==> config.mk <==
export PLATFORM = sky130hd
export DESIGN_NAME = cassette_block_biphase_encoder_flat
export DESIGN_NICKNAME = d
export VERILOG_FILES = /design/src/design/cbbe_pkg.sv /design/src/design/cbbe_in_if.sv /design/src/design/cbbe_out_if.sv /design/src/design/cassette_block_biphase_encoder.sv /design/src/design/cbbe_ctrl.sv /design/src/design/cbbe_datapath.sv /design/src/flat_wrapper.sv
export SDC_FILE = /design/constraint.sdc
export NUM_CORES = 1
export LEC_CHECK = 0
export BUFFER_PORTS_ARGS = -buffer_cell sky130_fd_sc_hd__buf_2
export CORE_MARGIN = 2
export CORE_UTILIZATION = 48
export CTS_BUF_LIST = sky130_fd_sc_hd__clkbuf_8
export CTS_CLUSTER_SIZE = 25
export DETAILED_ROUTE_END_ITERATION = 10
export PLACE_DENSITY = 0.67
export SYNTH_ARGS = -nofsm -noshare
export SYNTH_HDL_FRONTEND = slang
export SYNTH_SLANG_ARGS = --single-unit
==> constraint.sdc <==
create_clock -name clk -period 3.8 [get_ports clk]
set_clock_uncertainty 0.15 [all_clocks]
set_input_delay 0.38 -clock clk [delete_from_list [all_inputs] [get_ports clk]]
set_output_delay 0.38 -clock clk [all_outputs]
set_load 0.005 [all_outputs]
==> src/design/cbbe_pkg.sv <==
// ----------------------------------------------------------------------------
// cbbe_pkg
// Shared types, codes and the biphase-mark coding function of the cassette
// block encoder.
// ----------------------------------------------------------------------------
package cbbe_pkg;

    localparam int POS_W = 8;
    localparam int SUM_W = 16;

    localparam logic [7:0] CODE_ZERO = 8'h00;
    localparam logic [7:0] CODE_SYNC = 8'h16;
    localparam logic [7:0] CODE_STX  = 8'h02;
    localparam logic [7:0] CODE_ETX  = 8'h03;

    typedef enum logic [2:0] {
        KIND_ZERO    = 3'd0,
        KIND_SYNC    = 3'd1,
        KIND_STX     = 3'd2,
        KIND_DATA    = 3'd3,
        KIND_ETX     = 3'd4,
        KIND_CSUM_LO = 3'd5,
        KIND_CSUM_HI = 3'd6
    } kind_t;

    // controller to datapath
    typedef struct packed {
        logic  accept;
        logic  emit;
        kind_t kind;
        logic  last;
    } cbbe_cmd_t;

    // datapath to controller
    typedef struct packed {
        logic first_of_block;
        logic end_of_block;
        logic out_free;
    } cbbe_sts_t;

    typedef struct packed {
        logic [15:0] halves;
        logic        level;
    } coded_t;

    // lsb first, toggle at every bit start, toggle again mid-bit for a one
    function automatic coded_t biphase_encode(input logic [7:0] value, input logic level_in);
        coded_t res;
        logic   lvl;
        lvl        = level_in;
        res.halves = '0;
        for (int k = 0; k < 8; k++)
        begin
            lvl                = ~lvl;
            res.halves[2*k]    = lvl;
            lvl                = lvl ^ value[k];
            res.halves[2*k+1]  = lvl;
        end
        res.level = lvl;
        return res;
    endfunction

endpackage

==> src/design/cbbe_in_if.sv <==
// ----------------------------------------------------------------------------
// cbbe_in_if
// Input channel: one data byte per beat.
// ----------------------------------------------------------------------------
interface cbbe_in_if;
    logic       valid;
    logic       ready;
    logic [7:0] data_byte;

    modport source (output valid, output data_byte, input ready);
    modport sink (input valid, input data_byte, output ready);
endinterface

==> src/design/cbbe_out_if.sv <==
// ----------------------------------------------------------------------------
// cbbe_out_if
// Output channel: one coded byte per beat.
// ----------------------------------------------------------------------------
interface cbbe_out_if;
    logic        valid;
    logic        ready;
    logic [15:0] half_bit_levels;
    logic [7:0]  coded_byte;
    logic [2:0]  byte_kind;
    logic        last_of_run;

    modport source (output valid, output half_bit_levels, output coded_byte,
                    output byte_kind, output last_of_run, input ready);
    modport sink (input valid, input half_bit_levels, input coded_byte,
                  input byte_kind, input last_of_run, output ready);
endinterface

==> src/design/cassette_block_biphase_encoder.sv <==
// ----------------------------------------------------------------------------
// cassette_block_biphase_encoder
// Frames tape blocks and codes every byte in biphase mark, one coded byte
// (16 half-bit levels) per output beat.
//
//   channel   dir   width  payload
//   in_ch     in    8      data_byte
//   out_ch    out   28     half_bit_levels, coded_byte, byte_kind, last_of_run
//
// a data byte is taken while idle; then, while the output register is free,
// its coded bytes follow: LEAD_ZEROS zeros, SYNC_BYTES syncs and stx before
// the first byte of a block, the data byte, etx and checksum lo, hi after the last.
// the sequencer emits one coded byte per cycle from a single output register
// out_ch stalls hold the sequencer; in_ch.ready is high only between items
// reset: line level high, block position and checksum cleared
// ----------------------------------------------------------------------------
module cassette_block_biphase_encoder
    import cbbe_pkg::*;
#(
    parameter int LEAD_ZEROS  = 32,
    parameter int SYNC_BYTES  = 3,
    parameter int BLOCK_BYTES = 256
)
(
    input logic               clk,
    input logic               rst_n,
    cbbe_in_if.sink           in_ch,
    cbbe_out_if.source        out_ch
);

    cbbe_cmd_t cmd;
    cbbe_sts_t sts;

    cbbe_ctrl #(
        .LEAD_ZEROS (LEAD_ZEROS),
        .SYNC_BYTES (SYNC_BYTES)
    ) u_ctrl (
        .clk      (clk),
        .rst_n    (rst_n),
        .in_valid (in_ch.valid),
        .in_ready (in_ch.ready),
        .sts      (sts),
        .cmd      (cmd)
    );

    cbbe_datapath #(
        .BLOCK_BYTES (BLOCK_BYTES)
    ) u_datapath (
        .clk             (clk),
        .rst_n           (rst_n),
        .cmd             (cmd),
        .sts             (sts),
        .data_byte       (in_ch.data_byte),
        .out_ready       (out_ch.ready),
        .out_valid       (out_ch.valid),
        .half_bit_levels (out_ch.half_bit_levels),
        .coded_byte      (out_ch.coded_byte),
        .byte_kind       (out_ch.byte_kind),
        .last_of_run     (out_ch.last_of_run)
    );

endmodule

==> src/design/cbbe_ctrl.sv <==
// ----------------------------------------------------------------------------
// cbbe_ctrl
// Sequencer that walks the frame of a block: lead zeros, sync, stx, data,
// etx and checksum, one coded byte per output slot.
// ----------------------------------------------------------------------------
module cbbe_ctrl
    import cbbe_pkg::*;
#(
    parameter int LEAD_ZEROS = 32,
    parameter int SYNC_BYTES = 3
)
(
    input  logic      clk,
    input  logic      rst_n,
    input  logic      in_valid,
    output logic      in_ready,
    input  cbbe_sts_t sts,
    output cbbe_cmd_t cmd
);

    localparam int CNT_MAX = (LEAD_ZEROS > SYNC_BYTES) ? LEAD_ZEROS : SYNC_BYTES;
    localparam int CNT_W   = $clog2(CNT_MAX + 1);

    typedef enum logic [7:0] {
        ST_IDLE = 8'b0000_0001,
        ST_ZERO = 8'b0000_0010,
        ST_SYNC = 8'b0000_0100,
        ST_STX  = 8'b0000_1000,
        ST_DATA = 8'b0001_0000,
        ST_ETX  = 8'b0010_0000,
        ST_CSLO = 8'b0100_0000,
        ST_CSHI = 8'b1000_0000
    } state_t;

    state_t           state_reg, state_next;
    logic [CNT_W-1:0] cnt_reg, cnt_next;

    always_comb
    begin
        state_next = state_reg;
        cnt_next   = cnt_reg;
        in_ready   = (state_reg == ST_IDLE);
        cmd.accept = in_ready & in_valid;
        cmd.emit   = (state_reg != ST_IDLE) & sts.out_free;
        cmd.kind   = KIND_ZERO;
        cmd.last   = 1'b0;
        case (state_reg)
            ST_IDLE:
            begin
                if (cmd.accept)
                begin
                    cnt_next   = '0;
                    state_next = sts.first_of_block ? ST_ZERO : ST_DATA;
                end
            end
            ST_ZERO:
            begin
                cmd.kind = KIND_ZERO;
                if (cmd.emit)
                begin
                    if (cnt_reg == CNT_W'(LEAD_ZEROS - 1))
                    begin
                        cnt_next   = '0;
                        state_next = ST_SYNC;
                    end
                    else
                    begin
                        cnt_next = cnt_reg + 1'b1;
                    end
                end
            end
            ST_SYNC:
            begin
                cmd.kind = KIND_SYNC;
                if (cmd.emit)
                begin
                    if (cnt_reg == CNT_W'(SYNC_BYTES - 1))
                    begin
                        cnt_next   = '0;
                        state_next = ST_STX;
                    end
                    else
                    begin
                        cnt_next = cnt_reg + 1'b1;
                    end
                end
            end
            ST_STX:
            begin
                cmd.kind = KIND_STX;
                if (cmd.emit)
                begin
                    state_next = ST_DATA;
                end
            end
            ST_DATA:
            begin
                cmd.kind = KIND_DATA;
                cmd.last = ~sts.end_of_block;
                if (cmd.emit)
                begin
                    state_next = sts.end_of_block ? ST_ETX : ST_IDLE;
                end
            end
            ST_ETX:
            begin
                cmd.kind = KIND_ETX;
                if (cmd.emit)
                begin
                    state_next = ST_CSLO;
                end
            end
            ST_CSLO:
            begin
                cmd.kind = KIND_CSUM_LO;
                if (cmd.emit)
                begin
                    state_next = ST_CSHI;
                end
            end
            ST_CSHI:
            begin
                cmd.kind = KIND_CSUM_HI;
                cmd.last = 1'b1;
                if (cmd.emit)
                begin
                    state_next = ST_IDLE;
                end
            end
            default:
            begin
                state_next = ST_IDLE;
            end
        endcase
    end

    always_ff @(posedge clk or negedge rst_n)
    begin
        if (!rst_n)
        begin
            state_reg <= ST_IDLE;
            cnt_reg   <= '0;
        end
        else
        begin
            state_reg <= state_next;
            cnt_reg   <= cnt_next;
        end
    end

endmodule

==> src/design/cbbe_datapath.sv <==
// ----------------------------------------------------------------------------
// cbbe_datapath
// Line level, block position, running sum, byte select, biphase coder and
// the output register.
// ----------------------------------------------------------------------------
module cbbe_datapath
    import cbbe_pkg::*;
#(
    parameter int BLOCK_BYTES = 256
)
(
    input  logic        clk,
    input  logic        rst_n,
    input  cbbe_cmd_t   cmd,
    output cbbe_sts_t   sts,
    input  logic [7:0]  data_byte,
    input  logic        out_ready,
    output logic        out_valid,
    output logic [15:0] half_bit_levels,
    output logic [7:0]  coded_byte,
    output logic [2:0]  byte_kind,
    output logic        last_of_run
);

    logic             line_level_reg, line_level_next;
    logic [POS_W-1:0] pos_reg, pos_next;
    logic [SUM_W-1:0] sum_reg, sum_next;
    logic             out_valid_reg, out_valid_next;
    logic [7:0]       data_reg;
    logic [15:0]      halves_reg;
    logic [7:0]       coded_reg;
    kind_t            kind_reg;
    logic             last_reg;

    logic [SUM_W-1:0] csum;
    logic [7:0]       sel_byte;
    coded_t           enc;

    assign csum = sum_reg + SUM_W'(CODE_ETX);

    always_comb
    begin
        case (cmd.kind)
            KIND_ZERO:    sel_byte = CODE_ZERO;
            KIND_SYNC:    sel_byte = CODE_SYNC;
            KIND_STX:     sel_byte = CODE_STX;
            KIND_DATA:    sel_byte = data_reg;
            KIND_ETX:     sel_byte = CODE_ETX;
            KIND_CSUM_LO: sel_byte = csum[7:0];
            KIND_CSUM_HI: sel_byte = csum[15:8];
            default:      sel_byte = CODE_ZERO;
        endcase
    end

    assign enc = biphase_encode(sel_byte, line_level_reg);

    assign sts.first_of_block = (pos_reg == '0);
    assign sts.end_of_block   = (pos_reg >= POS_W'(BLOCK_BYTES - 1));
    assign sts.out_free       = ~out_valid_reg | out_ready;

    always_comb
    begin
        line_level_next = line_level_reg;
        pos_next        = pos_reg;
        sum_next        = sum_reg;
        out_valid_next  = out_valid_reg & ~out_ready;
        // sum restarts with the block
        if (cmd.accept && sts.first_of_block)
        begin
            sum_next = '0;
        end
        if (cmd.emit)
        begin
            out_valid_next  = 1'b1;
            line_level_next = enc.level;
            if (cmd.kind == KIND_DATA)
            begin
                sum_next = sum_reg + SUM_W'(data_reg);
                pos_next = sts.end_of_block ? '0 : pos_reg + 1'b1;
            end
        end
    end

    always_ff @(posedge clk or negedge rst_n)
    begin
        if (!rst_n)
        begin
            line_level_reg <= 1'b1;
            pos_reg        <= '0;
            sum_reg        <= '0;
            out_valid_reg  <= 1'b0;
        end
        else
        begin
            line_level_reg <= line_level_next;
            pos_reg        <= pos_next;
            sum_reg        <= sum_next;
            out_valid_reg  <= out_valid_next;
        end
    end

    always_ff @(posedge clk)
    begin
        if (cmd.accept)
        begin
            data_reg <= data_byte;
        end
        if (cmd.emit)
        begin
            halves_reg <= enc.halves;
            coded_reg  <= sel_byte;
            kind_reg   <= cmd.kind;
            last_reg   <= cmd.last;
        end
    end

    assign out_valid       = out_valid_reg;
    assign half_bit_levels = halves_reg;
    assign coded_byte      = coded_reg;
    assign byte_kind       = kind_reg;
    assign last_of_run     = last_reg;

endmodule

==> src/flat_wrapper.sv <==
// flat-port wrapper written by rule: the top's interface ports become plain ports
module cassette_block_biphase_encoder_flat import cbbe_pkg::*;
#(
    parameter int LEAD_ZEROS  = 32,
    parameter int SYNC_BYTES  = 3,
    parameter int BLOCK_BYTES = 256
)
  (clk, rst_n, in_ch_valid, in_ch_data_byte, in_ch_ready, out_ch_valid, out_ch_half_bit_levels, out_ch_coded_byte, out_ch_byte_kind, out_ch_last_of_run, out_ch_ready);
  cbbe_in_if in_ch_i ();
  cbbe_out_if out_ch_i ();
  input logic clk;
  input logic rst_n;
  input wire logic [$bits(in_ch_i.valid)-1:0] in_ch_valid;
  input wire logic [$bits(in_ch_i.data_byte)-1:0] in_ch_data_byte;
  output wire logic [$bits(in_ch_i.ready)-1:0] in_ch_ready;
  output wire logic [$bits(out_ch_i.valid)-1:0] out_ch_valid;
  output wire logic [$bits(out_ch_i.half_bit_levels)-1:0] out_ch_half_bit_levels;
  output wire logic [$bits(out_ch_i.coded_byte)-1:0] out_ch_coded_byte;
  output wire logic [$bits(out_ch_i.byte_kind)-1:0] out_ch_byte_kind;
  output wire logic [$bits(out_ch_i.last_of_run)-1:0] out_ch_last_of_run;
  input wire logic [$bits(out_ch_i.ready)-1:0] out_ch_ready;
  assign in_ch_i.valid = in_ch_valid;
  assign in_ch_i.data_byte = in_ch_data_byte;
  assign in_ch_ready = in_ch_i.ready;
  assign out_ch_valid = out_ch_i.valid;
  assign out_ch_half_bit_levels = out_ch_i.half_bit_levels;
  assign out_ch_coded_byte = out_ch_i.coded_byte;
  assign out_ch_byte_kind = out_ch_i.byte_kind;
  assign out_ch_last_of_run = out_ch_i.last_of_run;
  assign out_ch_i.ready = out_ch_ready;
  cassette_block_biphase_encoder #(.LEAD_ZEROS(LEAD_ZEROS), .SYNC_BYTES(SYNC_BYTES), .BLOCK_BYTES(BLOCK_BYTES)) u_core (.clk(clk), .rst_n(rst_n), .in_ch(in_ch_i), .out_ch(out_ch_i));
endmodule
# Word-level counts from Yosys, hierarchy flattened
# Cells that the tools add are included.
dict set report totals {
  register_bits 76
  latchBits 0
  ramBits 0
  rom_bits 0
  elab_cells 99
  mem_count 0
}
dict set report op_classes {
  add_sub_neg 4
  n_mul 0
  div_mod_pow 0
  magnitude_cmp 1
  n_eq_ne 27
  shifts 0
  mux 27
  n_bitwise 23
  reduce_logical 6
}
# cell n
set op_table {}
lappend op_table {{8-bit two-way mux} 11}
lappend op_table {{8-bit case mux with 8 select lines} 1}
lappend op_table {{16-bit two-way mux} 3}
lappend op_table {{8-bit case mux with 6 select lines} 1}
lappend op_table {{6-bit two-way mux} 6}
lappend op_table {{3-bit case mux with 6 select lines} 1}
lappend op_table {{6-bit case mux with 3 select lines} 1}
lappend op_table {{16-bit by 2-bit adder with 16-bit output, second input constant} 1}
lappend op_table {{16-bit by 8-bit adder with 16-bit output} 1}
lappend op_table {{2-bit by 1-bit != test with 1-bit output, second input constant} 8}
lappend op_table {{1-bit inverter} 11}
lappend op_table {{10-bit AND reduction} 1}
lappend op_table {{3-bit equality test, second input constant} 3}
lappend op_table {{8-bit by 1-bit adder with 8-bit output, second input constant} 1}
lappend op_table {{8-bit by 1-bit equality test with 1-bit output, second input constant} 1}
lappend op_table {{8-bit by 2-bit equality test with 1-bit output, second input constant} 1}
lappend op_table {{8-bit by 3-bit equality test with 1-bit output, second input constant} 1}
lappend op_table {{8-bit by 4-bit equality test with 1-bit output, second input constant} 1}
lappend op_table {{8-bit by 5-bit equality test with 1-bit output, second input constant} 1}
lappend op_table {{8-bit by 6-bit equality test with 1-bit output, second input constant} 1}
lappend op_table {{8-bit by 7-bit equality test with 1-bit output, second input constant} 1}
lappend op_table {{8-bit equality test, second input constant} 1}
lappend op_table {{8-bit greater-or-equal comparator, second input constant} 1}
lappend op_table {{8-bit zero test} 1}
lappend op_table {{other kinds (17)} 28}

# Depth between registers and ports, before layout
# Gate-level depths: netlist of run 1.
dict set report depth {
  word_depth 19
  mapped_depth 12
  mapped_depth_nobuf 12
}

# Cells and area by module
# From an unflattened synthesis of run 1, not the netlist that was laid out.
dict set report unflattened {
  cells_unflattened 419
  area_unflattened_um2 4324.1
}
# module n_inst cells_each area_each_um2 seq_area_each_um2
set modules_own_cells {}
lappend modules_own_cells {cbbe_datapath 1 302 3299.4 1732.9}
lappend modules_own_cells {cbbe_ctrl 1 117 1024.7 351.6}

# Worst setup path before layout of run 1
# Ideal clock, no wire load.
dict set report synth_path {
  path_type {flip-flop to flip-flop}
  start {register u_core.u_ctrl.state_reg[7]}
  end {register u_core.u_datapath.line_level_reg}
  setup_ns 0.089
  arrival_time_ns 3.056
  t_required_ns 3.561
  path_slack_ns 0.505
  path_stages_with_launch 10
  path_buffers 0
  cell_sequence {dfrtp_1 -> or4_4 -> or3_1 -> o22a_1 -> o21ai_2 -> xor3_4 -> xor2_4 -> a21o_1 -> a2111oi_2 -> o22ai_1}
}
# element line
set synth_lines {}
lappend synth_lines {{start: declaration} cbbe_ctrl.sv:35} ;# state_t state_reg, state_next;
lappend synth_lines {{start signal: assignment} cbbe_ctrl.sv:146} ;# state_reg <= state_next;
lappend synth_lines {{end signal: assignment} cbbe_datapath.sv:95} ;# line_level_reg <= line_level_next;
lappend synth_lines {{end: declaration} cbbe_datapath.sv:25} ;# logic line_level_reg, line_level_next;

==> results of run 1 <==
synthesized netlist by cell type (6+ instances only):
cell,number
nand2_1,35
nand3_1,19
dfrtp_1,38
mux2i_1,6
nor2b_1,7
inv_1,31
edfxtp_1,36
nor2_1,16
o21ai_0,43
nor3_1,8
nand4_1,6
and3_1,6
xor2_1,11
nor4_1,10
clkbuf_1,10
xnor2_1,17
ha_1,13
a21oi_1,18
worst max-delay path, delay by kind of cell (launching register included):
kind	cells	cell delay, ns
fa+ha+maj	1	0.21
compound gates	4	1.00
buf+inv	1	0.11
xor+xnor	2	0.62
flops	1	0.43
simple gates	3	0.88
cell families (layout without fill, tap and decap cells):
| logic type | after synthesis | after routing | synth area share, % |
|---|---|---|---|
| mux | 7 | 7 | 1.71 |
| flops | 76 | 76 | 50.0 |
| simple gates | 139 | 139 | 18.1 |
| compound gates | 96 | 96 | 14.7 |
| xor+xnor | 30 | 30 | 7.20 |
| buf+inv | 43 | 95 | 3.99 |
| fa+ha+maj | 14 | 14 | 4.38 |
final timing paths:
path	cells after the start	to	startpoint	slack (ns)
max in group asynchronous	1	u_core.u_ctrl.state_reg[3]	rst_n	2.90
min in group clk	1	u_core.u_datapath.data_reg[0]	in_ch_data_byte[0]	0.06
worst min register to register	1	u_core.u_ctrl.cnt_reg[5]	u_core.u_ctrl.cnt_reg[5]	0.35
worst min-delay path	1	u_core.u_datapath.sum_reg[11]	rst_n	0.01
worst max-delay path	11	u_core.u_datapath.line_level_reg	u_core.u_datapath.sum_reg[1]	0.33
worst max register to register	11	u_core.u_datapath.line_level_reg	u_core.u_datapath.sum_reg[1]	0.33
final cells by class:
type	count	area, um2	area share, %
sequential	76	2080	43.9
multi-input combinational	286	1920	40.5
timing repair buffer	48	258	5.43
tap	108	135	2.85
clock buffer	9	124	2.61
inverter	31	116	2.45
clock inverter	7	108	2.27
stage by stage:
stage | hold WS (ns) | std cells
3_5_place_dp | 0.334 | 549
6_report | 0.0147 | 565
4_1_cts | 0.0491 | 565
2_1_floorplan | -0.0656 | 405
5_1_grt | 0.0434 | 565
3_3_place_gp | 0.331 | 549
power by group through the flow:
stage	clock network, mW	registers, mW	logic (mW)
after floorplan	0	1.44	1.02
after global placement	0	1.45	1.41
after detailed placement	0	1.46	1.44
after CTS	0.728	1.44	1.45
after global routing	0.770	1.48	1.64
final	0.716	1.45	1.44
layer usage:
metal	wire length [um]	GRT usage, %	part of all wire, %	vias up
met2	3910	30.0	46	77
met3	380	4.60	4.5	10
met1	4090	27.3	48	1469
met4	153	6.30	1.8	0
met5	0	0	0	-
li1	-	-	-	1561
==> flow_summary.yaml, run 1 <==
run_status:
  status: "finished, final reports clean"
grt:
  grt_pass1_wl_um: 14800
  grt_max_degree: 41
  overflow: 0
  antenna_found_initial: 0
  grt_pass1_vias: 3034
  grt_usage_pct: 19.4
critical_path:
  cp_slowest_cell: "dfrtp_1"
  end_kind: "register"
  cp_max_fo: 8
  crit_chain: "inv_1, ha_1, nand3b_1, or3_1, and2_1, o221a_4, xor3_4, xor2_4, a21o_1, a2111oi_2, o22ai_1"
  critPathMaxStageDelay_ns: 0.43
  critPathLaunchType: "register"
  worst-setup-path-type: "register to register"
  crit_arrival_ns: 3.59
  cp.required_ns: 3.92
route:
  viasPerCell: 5.52
  postRouteAntennaNets: 0
  drt_wl_total_um: 8530
  drt_iter0_drc: 230
  wl_per_cell_um: 15.1
  drc: 0
  drt_pass1_iterations: 4
  vias: 3117
yosys:
  syn_avg_cell_area_um2: 10.3
  ys_seq_area_share_pct: 50.0
  syn_area_mm2: 0.00417
  synth_edf_count: 36
  synth_warnings: 0
  syn_nets: 431
  synth-main-ff-cell: "dfrtp_1"
  synth_area_leaders: "edfxtp_1, dfrtp_1, o21ai_0"
  syn_inst: 405
  synth_top_area_share_pct: 25.9
  synth_seq_cells: 76
  synthArstFlopShare_pct: 52.6
  yosysTopAreaCell: "edfxtp_1"
  yosys.cell_types.count: 59
finish:
  nets: 478
  fillCellCount: 732
  layout_common_cells: "o21ai_0, buf_2, dfrtp_1"
  fin_area_mm2: 0.00475
  drive_gt1_share_pct: 17.5
  post-route-util_pct: 55.2
  synthToLayoutAreaGrowth_pct: 13.8
  n_antenna_cell: 0
  mostFrequentLayoutCell: "o21ai_0"
clocking:
  clk_path_buf_depth: 2
  cts_resized: 0
  cts_tree: "yes"
  cts_inserted_buffers: 9
  cts_setup_buffers: 0
  htreeDepth: 3
  clk_latency_ns: 0.34
  path_clk_slew_ns: 0.08
  root_buffer: "clkbuf_8"
  clock-sinks: 76
  cts_hold_buf: 0
floorplanning:
  core_area_mm2: 0.00859
  die-height_um: 97.2
  initial_core_util_pct: 48.5
  rows: 34
  ios: 42
  die_area_mm2: 0.00945
  die_w_um: 97.2
power:
  p_comb_share_pct: 39.9
  intPower_mw: 2.28
  peakVddDrop_v: 0.000297
  switching_share_pct: 36.5
  pwr-share-clk_pct: 19.9
  p_per_area_mw_per_mm2: 758
  p_leak_nw: 2.02
  sequentialPowerShare_pct: 40.2
  power_mw: 3.60
  p_sw_mw: 1.31
flow_run:
  cap_violations: 0
timing:
  fmax_mhz: 288
  finalHoldViolCount: 0
  slew_headroom_pct: 38.6
  worst_slew_pin_slew_ns: 0.921
  fin_setup_tns_ns: 0
  fin_crit_sh_pct: 91.3
  rsz0062_at_grt: "false"
  period_needed_ns: 3.47
  slew_viol_final: 0
  setup_viol: 0
  layout_setup_ws_ns: 0.331
place:
  dp_slack_ns: 0.310
  io_buffers: 41
  placed_area_mm2: 0.00451
  hpwl_um: 6380
  gp_congestion: 0.874
hold_path:
  min_path_type: "input port to async pin"
(Power assumes the default switching activity.)
==> run 2: changes to the inputs <==
--- a/config.mk
+++ b/config.mk
@@ -5,7 +5,7 @@
 export SDC_FILE = /design/constraint.sdc
 export NUM_CORES = 1
 export LEC_CHECK = 0
-export BUFFER_PORTS_ARGS = -buffer_cell sky130_fd_sc_hd__buf_2
+export BUFFER_PORTS_ARGS = -buffer_cell sky130_fd_sc_hd__buf_4
 export CORE_MARGIN = 2
 export CORE_UTILIZATION = 48
 export CTS_BUF_LIST = sky130_fd_sc_hd__clkbuf_8
==> flow_summary.yaml, run 2 (synthesized netlist as in run 1, its figures left out) <==
hold_path:
  min_path_type: "input port to register"
  hold_path_depth: 1
route:
  drt_pass1_iterations: 4
  drt_iter0_drc: 212
  vias: 3144
  drt_wl_total_um: 8450
  wl_per_cell_um: 14.9
  drc: 0
  viasPerCell: 5.55
  postRouteAntennaNets: 0
power:
  p_sw_mw: 1.33
  p_leak_nw: 2.05
  intPower_mw: 2.37
  switching_share_pct: 35.9
  peakVddDrop_v: 0.000285
  p_comb_share_pct: 41.1
  sequentialPowerShare_pct: 39.3
  pwr-share-clk_pct: 19.7
  p_per_area_mw_per_mm2: 759
flow_run:
  cap_violations: 0
grt:
  grt_max_degree: 41
  antenna_found_initial: 0
  overflow: 0
  grt_pass1_wl_um: 14700
  grt_usage_pct: 19.3
  grt_pass1_vias: 3046
floorplanning:
  core_area_mm2: 0.00859
  die_w_um: 97.2
  initial_core_util_pct: 48.5
  die-height_um: 97.2
  rows: 34
  ios: 42
  die_area_mm2: 0.00945
clocking:
  clock-sinks: 76
  cts_inserted_buffers: 9
  cts_setup_buffers: 0
  cts_tree: "yes"
  htreeDepth: 3
  path_clk_slew_ns: 0.08
  clk_latency_ns: 0.35
  root_buffer: "clkbuf_8"
  clk_path_buf_depth: 2
critical_path:
  end_kind: "register"
  worst-setup-path-type: "register to register"
  crit_chain: "or4_4, or3_1, o22a_1, o21ai_2, xor3_4, xor2_4, a21o_1, a2111oi_2, o22ai_1"
  cp_slowest_cell: "xor3_4"
  cp.required_ns: 3.93
  reg2regPathDepth: 9
  cp_max_fo: 7
  critPathMaxStageDelay_ns: 0.61
  crit_arrival_ns: 3.59
  critPathLaunchType: "register"
timing:
  worst_slew_pin_slew_ns: 0.741
  fmax_mhz: 288
  layout_setup_ws_ns: 0.331
  slew_headroom_pct: 50.6
  period_needed_ns: 3.47
  fin_setup_tns_ns: 0
  rsz0062_at_grt: "false"
  finalHoldViolCount: 0
  slew_viol_final: 0
  setup_viol: 0
  fin_crit_sh_pct: 91.3
finish:
  mostFrequentLayoutCell: "buf_4"
  drive_gt1_share_pct: 17.7
  layout_common_cells: "buf_4, o21ai_0, dfrtp_1"
  nets: 479
  n_antenna_cell: 0
  synthToLayoutAreaGrowth_pct: 16.6
  fillCellCount: 762
place:
  io_buffers: 41
  dp_slack_ns: 0.305
  gp_congestion: 0.892
  hpwl_um: 6340
run_status:
  status: "finished, final reports clean"
## run 2: cell types whose count changed in the layout (fill, tap and decap cells not counted), sizes merged
| cell | before | now |
|---|---|---|
| clkinv | 2 | 3 |
| clkinvlp | 0 | 1 |
| dlygate4sd3 | 0 | 1 |
| inv | 33 | 31 |
## run 2: power groups by stage
stage / clock (mW) / sequential, mW / combinational, mW
floorplan: 0 / 1.44 / 1.02
global placement: 0 / 1.46 / 1.50
detailed placement: 0 / 1.47 / 1.53
CTS: 0.744 / 1.45 / 1.53
global route: 0.781 / 1.49 / 1.71
finish: 0.728 / 1.45 / 1.52
## run 2: area by class of cell
class / instances / area (um2) / area share [%]
flip-flops and latches: 76 / 2080 / 42.8
multi-input cells: 286 / 1920 / 39.5
repair buffers: 49 / 370 / 7.61
well taps: 108 / 135 / 2.78
clock buffers: 9 / 124 / 2.55
inverters: 31 / 116 / 2.39
clock inverters: 7 / 115 / 2.37
## run 2: worst paths after layout
kind | startpoint | endpoint | slack, ns
max | u_core.u_ctrl.state_reg[7] | u_core.u_datapath.line_level_reg | 0.33
max in group asynchronous | rst_n | u_core.u_ctrl.state_reg[0] | 2.72
min | in_ch_data_byte[2] | u_core.u_datapath.data_reg[2] | 0.05
max reg2reg | u_core.u_ctrl.state_reg[7] | u_core.u_datapath.line_level_reg | 0.33
min reg2reg | u_core.u_datapath.pos_reg[6] | u_core.u_datapath.pos_reg[6] | 0.35
min in group asynchronous | rst_n | u_core.u_datapath.sum_reg[6] | 0.40
## run 2: layer usage
metal  routed length (um)  up-vias  share of wire (%)  global-route usage [%]
met5                    0        -                  0                       0
met4                  186        0                2.2                    8.87
met3                  377       11                4.5                    4.24
met2                 3870       81                 46                    29.3
met1                 4020     1485                 48                    26.6
li1                     -     1567                  -                       -
## run 2: metrics by stage
stage | cells | util, % | hold slack (ns) | power [mW] | instance area [um2]
2_1_floorplan | 405 | - | -0.0656 | 2.45 | 4170
3_3_place_gp | 549 | 53.7 | 0.254 | 2.96 | 4620
3_5_place_dp | 549 | 53.7 | 0.245 | 3.00 | 4620
4_1_cts | 566 | 56.6 | 0.0301 | 3.73 | 4870
5_1_grt | 566 | 56.6 | 0.0278 | 3.98 | 4870
6_report | 566 | 56.6 | 0.0482 | 3.70 | 4870
## run 2: timing repair
| action | in CTS | in global routing |
|---|---|---|
| endpoints found under the hold margin | 38 | 0 |
| hold buffers | 1 | 0 |
| endpoints found under the setup margin | 0 | 0 |
| gates resized for setup | 0 | 0 |
## run 2: worst max-delay path, delay by kind of cell (launching register included)
| kind | cells | cell delay (ns) |
|---|---|---|
| xor+xnor | 2 | 0.84 |
| flops | 1 | 0.45 |
| compound gates | 5 | 1.01 |
| simple gates | 2 | 0.93 |
==> run 3: changes to the inputs <==
--- a/config.mk
+++ b/config.mk
@@ -7,11 +7,11 @@
 export LEC_CHECK = 0
 export BUFFER_PORTS_ARGS = -buffer_cell sky130_fd_sc_hd__buf_4
 export CORE_MARGIN = 2
-export CORE_UTILIZATION = 48
+export CORE_UTILIZATION = 61
 export CTS_BUF_LIST = sky130_fd_sc_hd__clkbuf_8
 export CTS_CLUSTER_SIZE = 25
 export DETAILED_ROUTE_END_ITERATION = 10
-export PLACE_DENSITY = 0.67
+export PLACE_DENSITY = 0.82
 export SYNTH_ARGS = -nofsm -noshare
 export SYNTH_HDL_FRONTEND = slang
 export SYNTH_SLANG_ARGS = --single-unit
==> flow_summary.yaml, run 3 (synthesized netlist as in run 1, its figures left out) <==
critical_path:
  critPathLaunchType: "register"
  cp_slowest_cell: "dfrtp_1"
  worst-setup-path-type: "register to register"
  cp_max_fo: 8
  reg2regPathDepth: 11
  crit_cells: 11
  cp.required_ns: 3.91
  critPathMaxStageDelay_ns: 0.45
  path_delay_family: "compound AO/OA/AOI/OAI gates"
  path_buf_inv: 1
  crit_chain: "inv_1, ha_1, nand3b_1, or3_1, and2_1, o221a_4, xor3_4, xor2_4, a21o_1, a2111oi_2, o22ai_1"
  crit_arrival_ns: 3.65
  end_kind: "register"
route:
  vias: 3270
  postRouteAntennaNets: 0
  drt_iter0_drc: 195
  drc: 0
  viasPerCell: 6.08
  wl_per_cell_um: 15.9
  drt_wl_total_um: 8560
  drt_pass1_iterations: 5
hold_path:
  hold_path_depth: 2
  min_path_type: "input port to register"
power:
  peakVddDrop_v: 0.000424
  sequentialPowerShare_pct: 38.9
  p_sw_mw: 1.36
  power_mw: 3.74
  pwr-share-clk_pct: 19.7
  switching_share_pct: 36.3
  p_comb_share_pct: 41.4
  p_per_area_mw_per_mm2: 773
  p_leak_nw: 2.06
  intPower_mw: 2.38
run_status:
  status: "finished, final reports clean"
finish:
  post-route-util_pct: 72.1
  layout_common_cells: "buf_4, o21ai_0, dfrtp_1"
  fin_area_mm2: 0.00484
  nets: 479
  stdcell_count: 538
  fillCellCount: 481
  mostFrequentLayoutCell: "buf_4"
  drive_gt1_share_pct: 17.7
  synthToLayoutAreaGrowth_pct: 16.1
  n_antenna_cell: 0
grt:
  grt_pass1_vias: 3046
  antenna_found_initial: 0
  grt_max_degree: 41
  grt_usage_pct: 23.9
  grt_pass1_wl_um: 14100
  overflow: 0
floorplanning:
  die_w_um: 86.7
  core_area_mm2: 0.00672
  die-height_um: 86.7
  rows: 30
  die_area_mm2: 0.00752
  initial_core_util_pct: 62.1
  ios: 42
timing:
  rsz0062_at_grt: "false"
  fin_crit_sh_pct: 93.3
  period_needed_ns: 3.55
  fin_setup_tns_ns: 0
  worst_slew_pin_slew_ns: 0.533
  finalHoldViolCount: 0
  setup_viol: 0
  slew_viol_final: 0
  slew_headroom_pct: 64.2
  fmax_mhz: 282
  layout_setup_ws_ns: 0.254
  whs_ns: 0.0553
place:
  gp_congestion: 0.963
  dp_slack_ns: 0.306
  hpwl_um: 6240
  io_buffers: 41
  placed_area_mm2: 0.00458
  dpl.cell_count: 521
clocking:
  htreeDepth: 3
  cts_inserted_buffers: 9
  path_clk_slew_ns: 0.09
  cts_setup_buffers: 0
  cts_tree: "yes"
  root_buffer: "clkbuf_8"
  clk_path_buf_depth: 2
  clock-sinks: 76
  clk_latency_ns: 0.35
flow_run:
  cap_violations: 0
-- run 3: cell types whose count changed in the layout (fill, tap and decap cells not counted) --
cell and delta:
clkinv_1 -1, clkinv_4 -1, inv_1 +1, inv_6 +1, o32ai_2 -1, o32ai_4 +1
-- run 3: area by class of cell --
type	count	area, um2	share of cell area, %
tap	80	100	2.07
multi-input combinational	286	1930	39.9
clock inverter	7	115	2.38
clock buffer	9	124	2.56
sequential	76	2080	43.0
inverter	31	116	2.40
timing repair buffer	49	370	7.65
-- run 3: worst reg2reg max path, cell delays in order (launching register included) --
cell	delay, ns
dfrtp_1	0.45
inv_1	0.11
ha_1	0.21
nand3b_1	0.29
or3_1	0.38
and2_1	0.19
o221a_4	0.31
xor3_4	0.40
xor2_4	0.23
a21o_1	0.22
a2111oi_2	0.37
o22ai_1	0.14
-- run 3: what timing repair did --
action | CTS | global route
setup endpoints to repair | 0 | 1
resized for setup | 0 | 1
hold buffers | 1 | 0
endpoints found under the hold margin | 38 | 0
-- run 3: worst paths after layout --
kind | from | endpoint | slack [ns]
min reg2reg | u_core.u_datapath.sum_reg[14] | u_core.u_datapath.sum_reg[14] | 0.35
max in group asynchronous | rst_n | u_core.u_ctrl.state_reg[2] | 2.72
min | in_ch_valid | u_core.u_ctrl.state_reg[0] | 0.06
max | u_core.u_datapath.sum_reg[1] | u_core.u_datapath.line_level_reg | 0.25
max reg2reg | u_core.u_datapath.sum_reg[1] | u_core.u_datapath.line_level_reg | 0.25
min in group asynchronous | rst_n | u_core.u_datapath.sum_reg[8] | 0.40
-- run 3: power by group through the flow --
| stage | Sequential [mW] | Clock (mW) | Combinational, mW |
|---|---|---|---|
| 5_1_grt | 1.49 | 0.775 | 1.72 |
| 4_1_cts | 1.45 | 0.742 | 1.55 |
| 3_5_place_dp | 1.47 | 0 | 1.53 |
| 3_3_place_gp | 1.45 | 0 | 1.48 |
| 2_1_floorplan | 1.44 | 0 | 1.02 |
| 6_report | 1.46 | 0.736 | 1.55 |
-- run 3: metal layers --
layer  part of all wire, %  wire length (um)  vias up  GRT usage, %
met5                     0                 0        -             0
met4                   1.7               149        0          8.24
met3                   5.8               497       16          4.86
met2                    49              4160      129          40.3
met1                    44              3760     1559          30.8
li1                      -                 -     1566             -
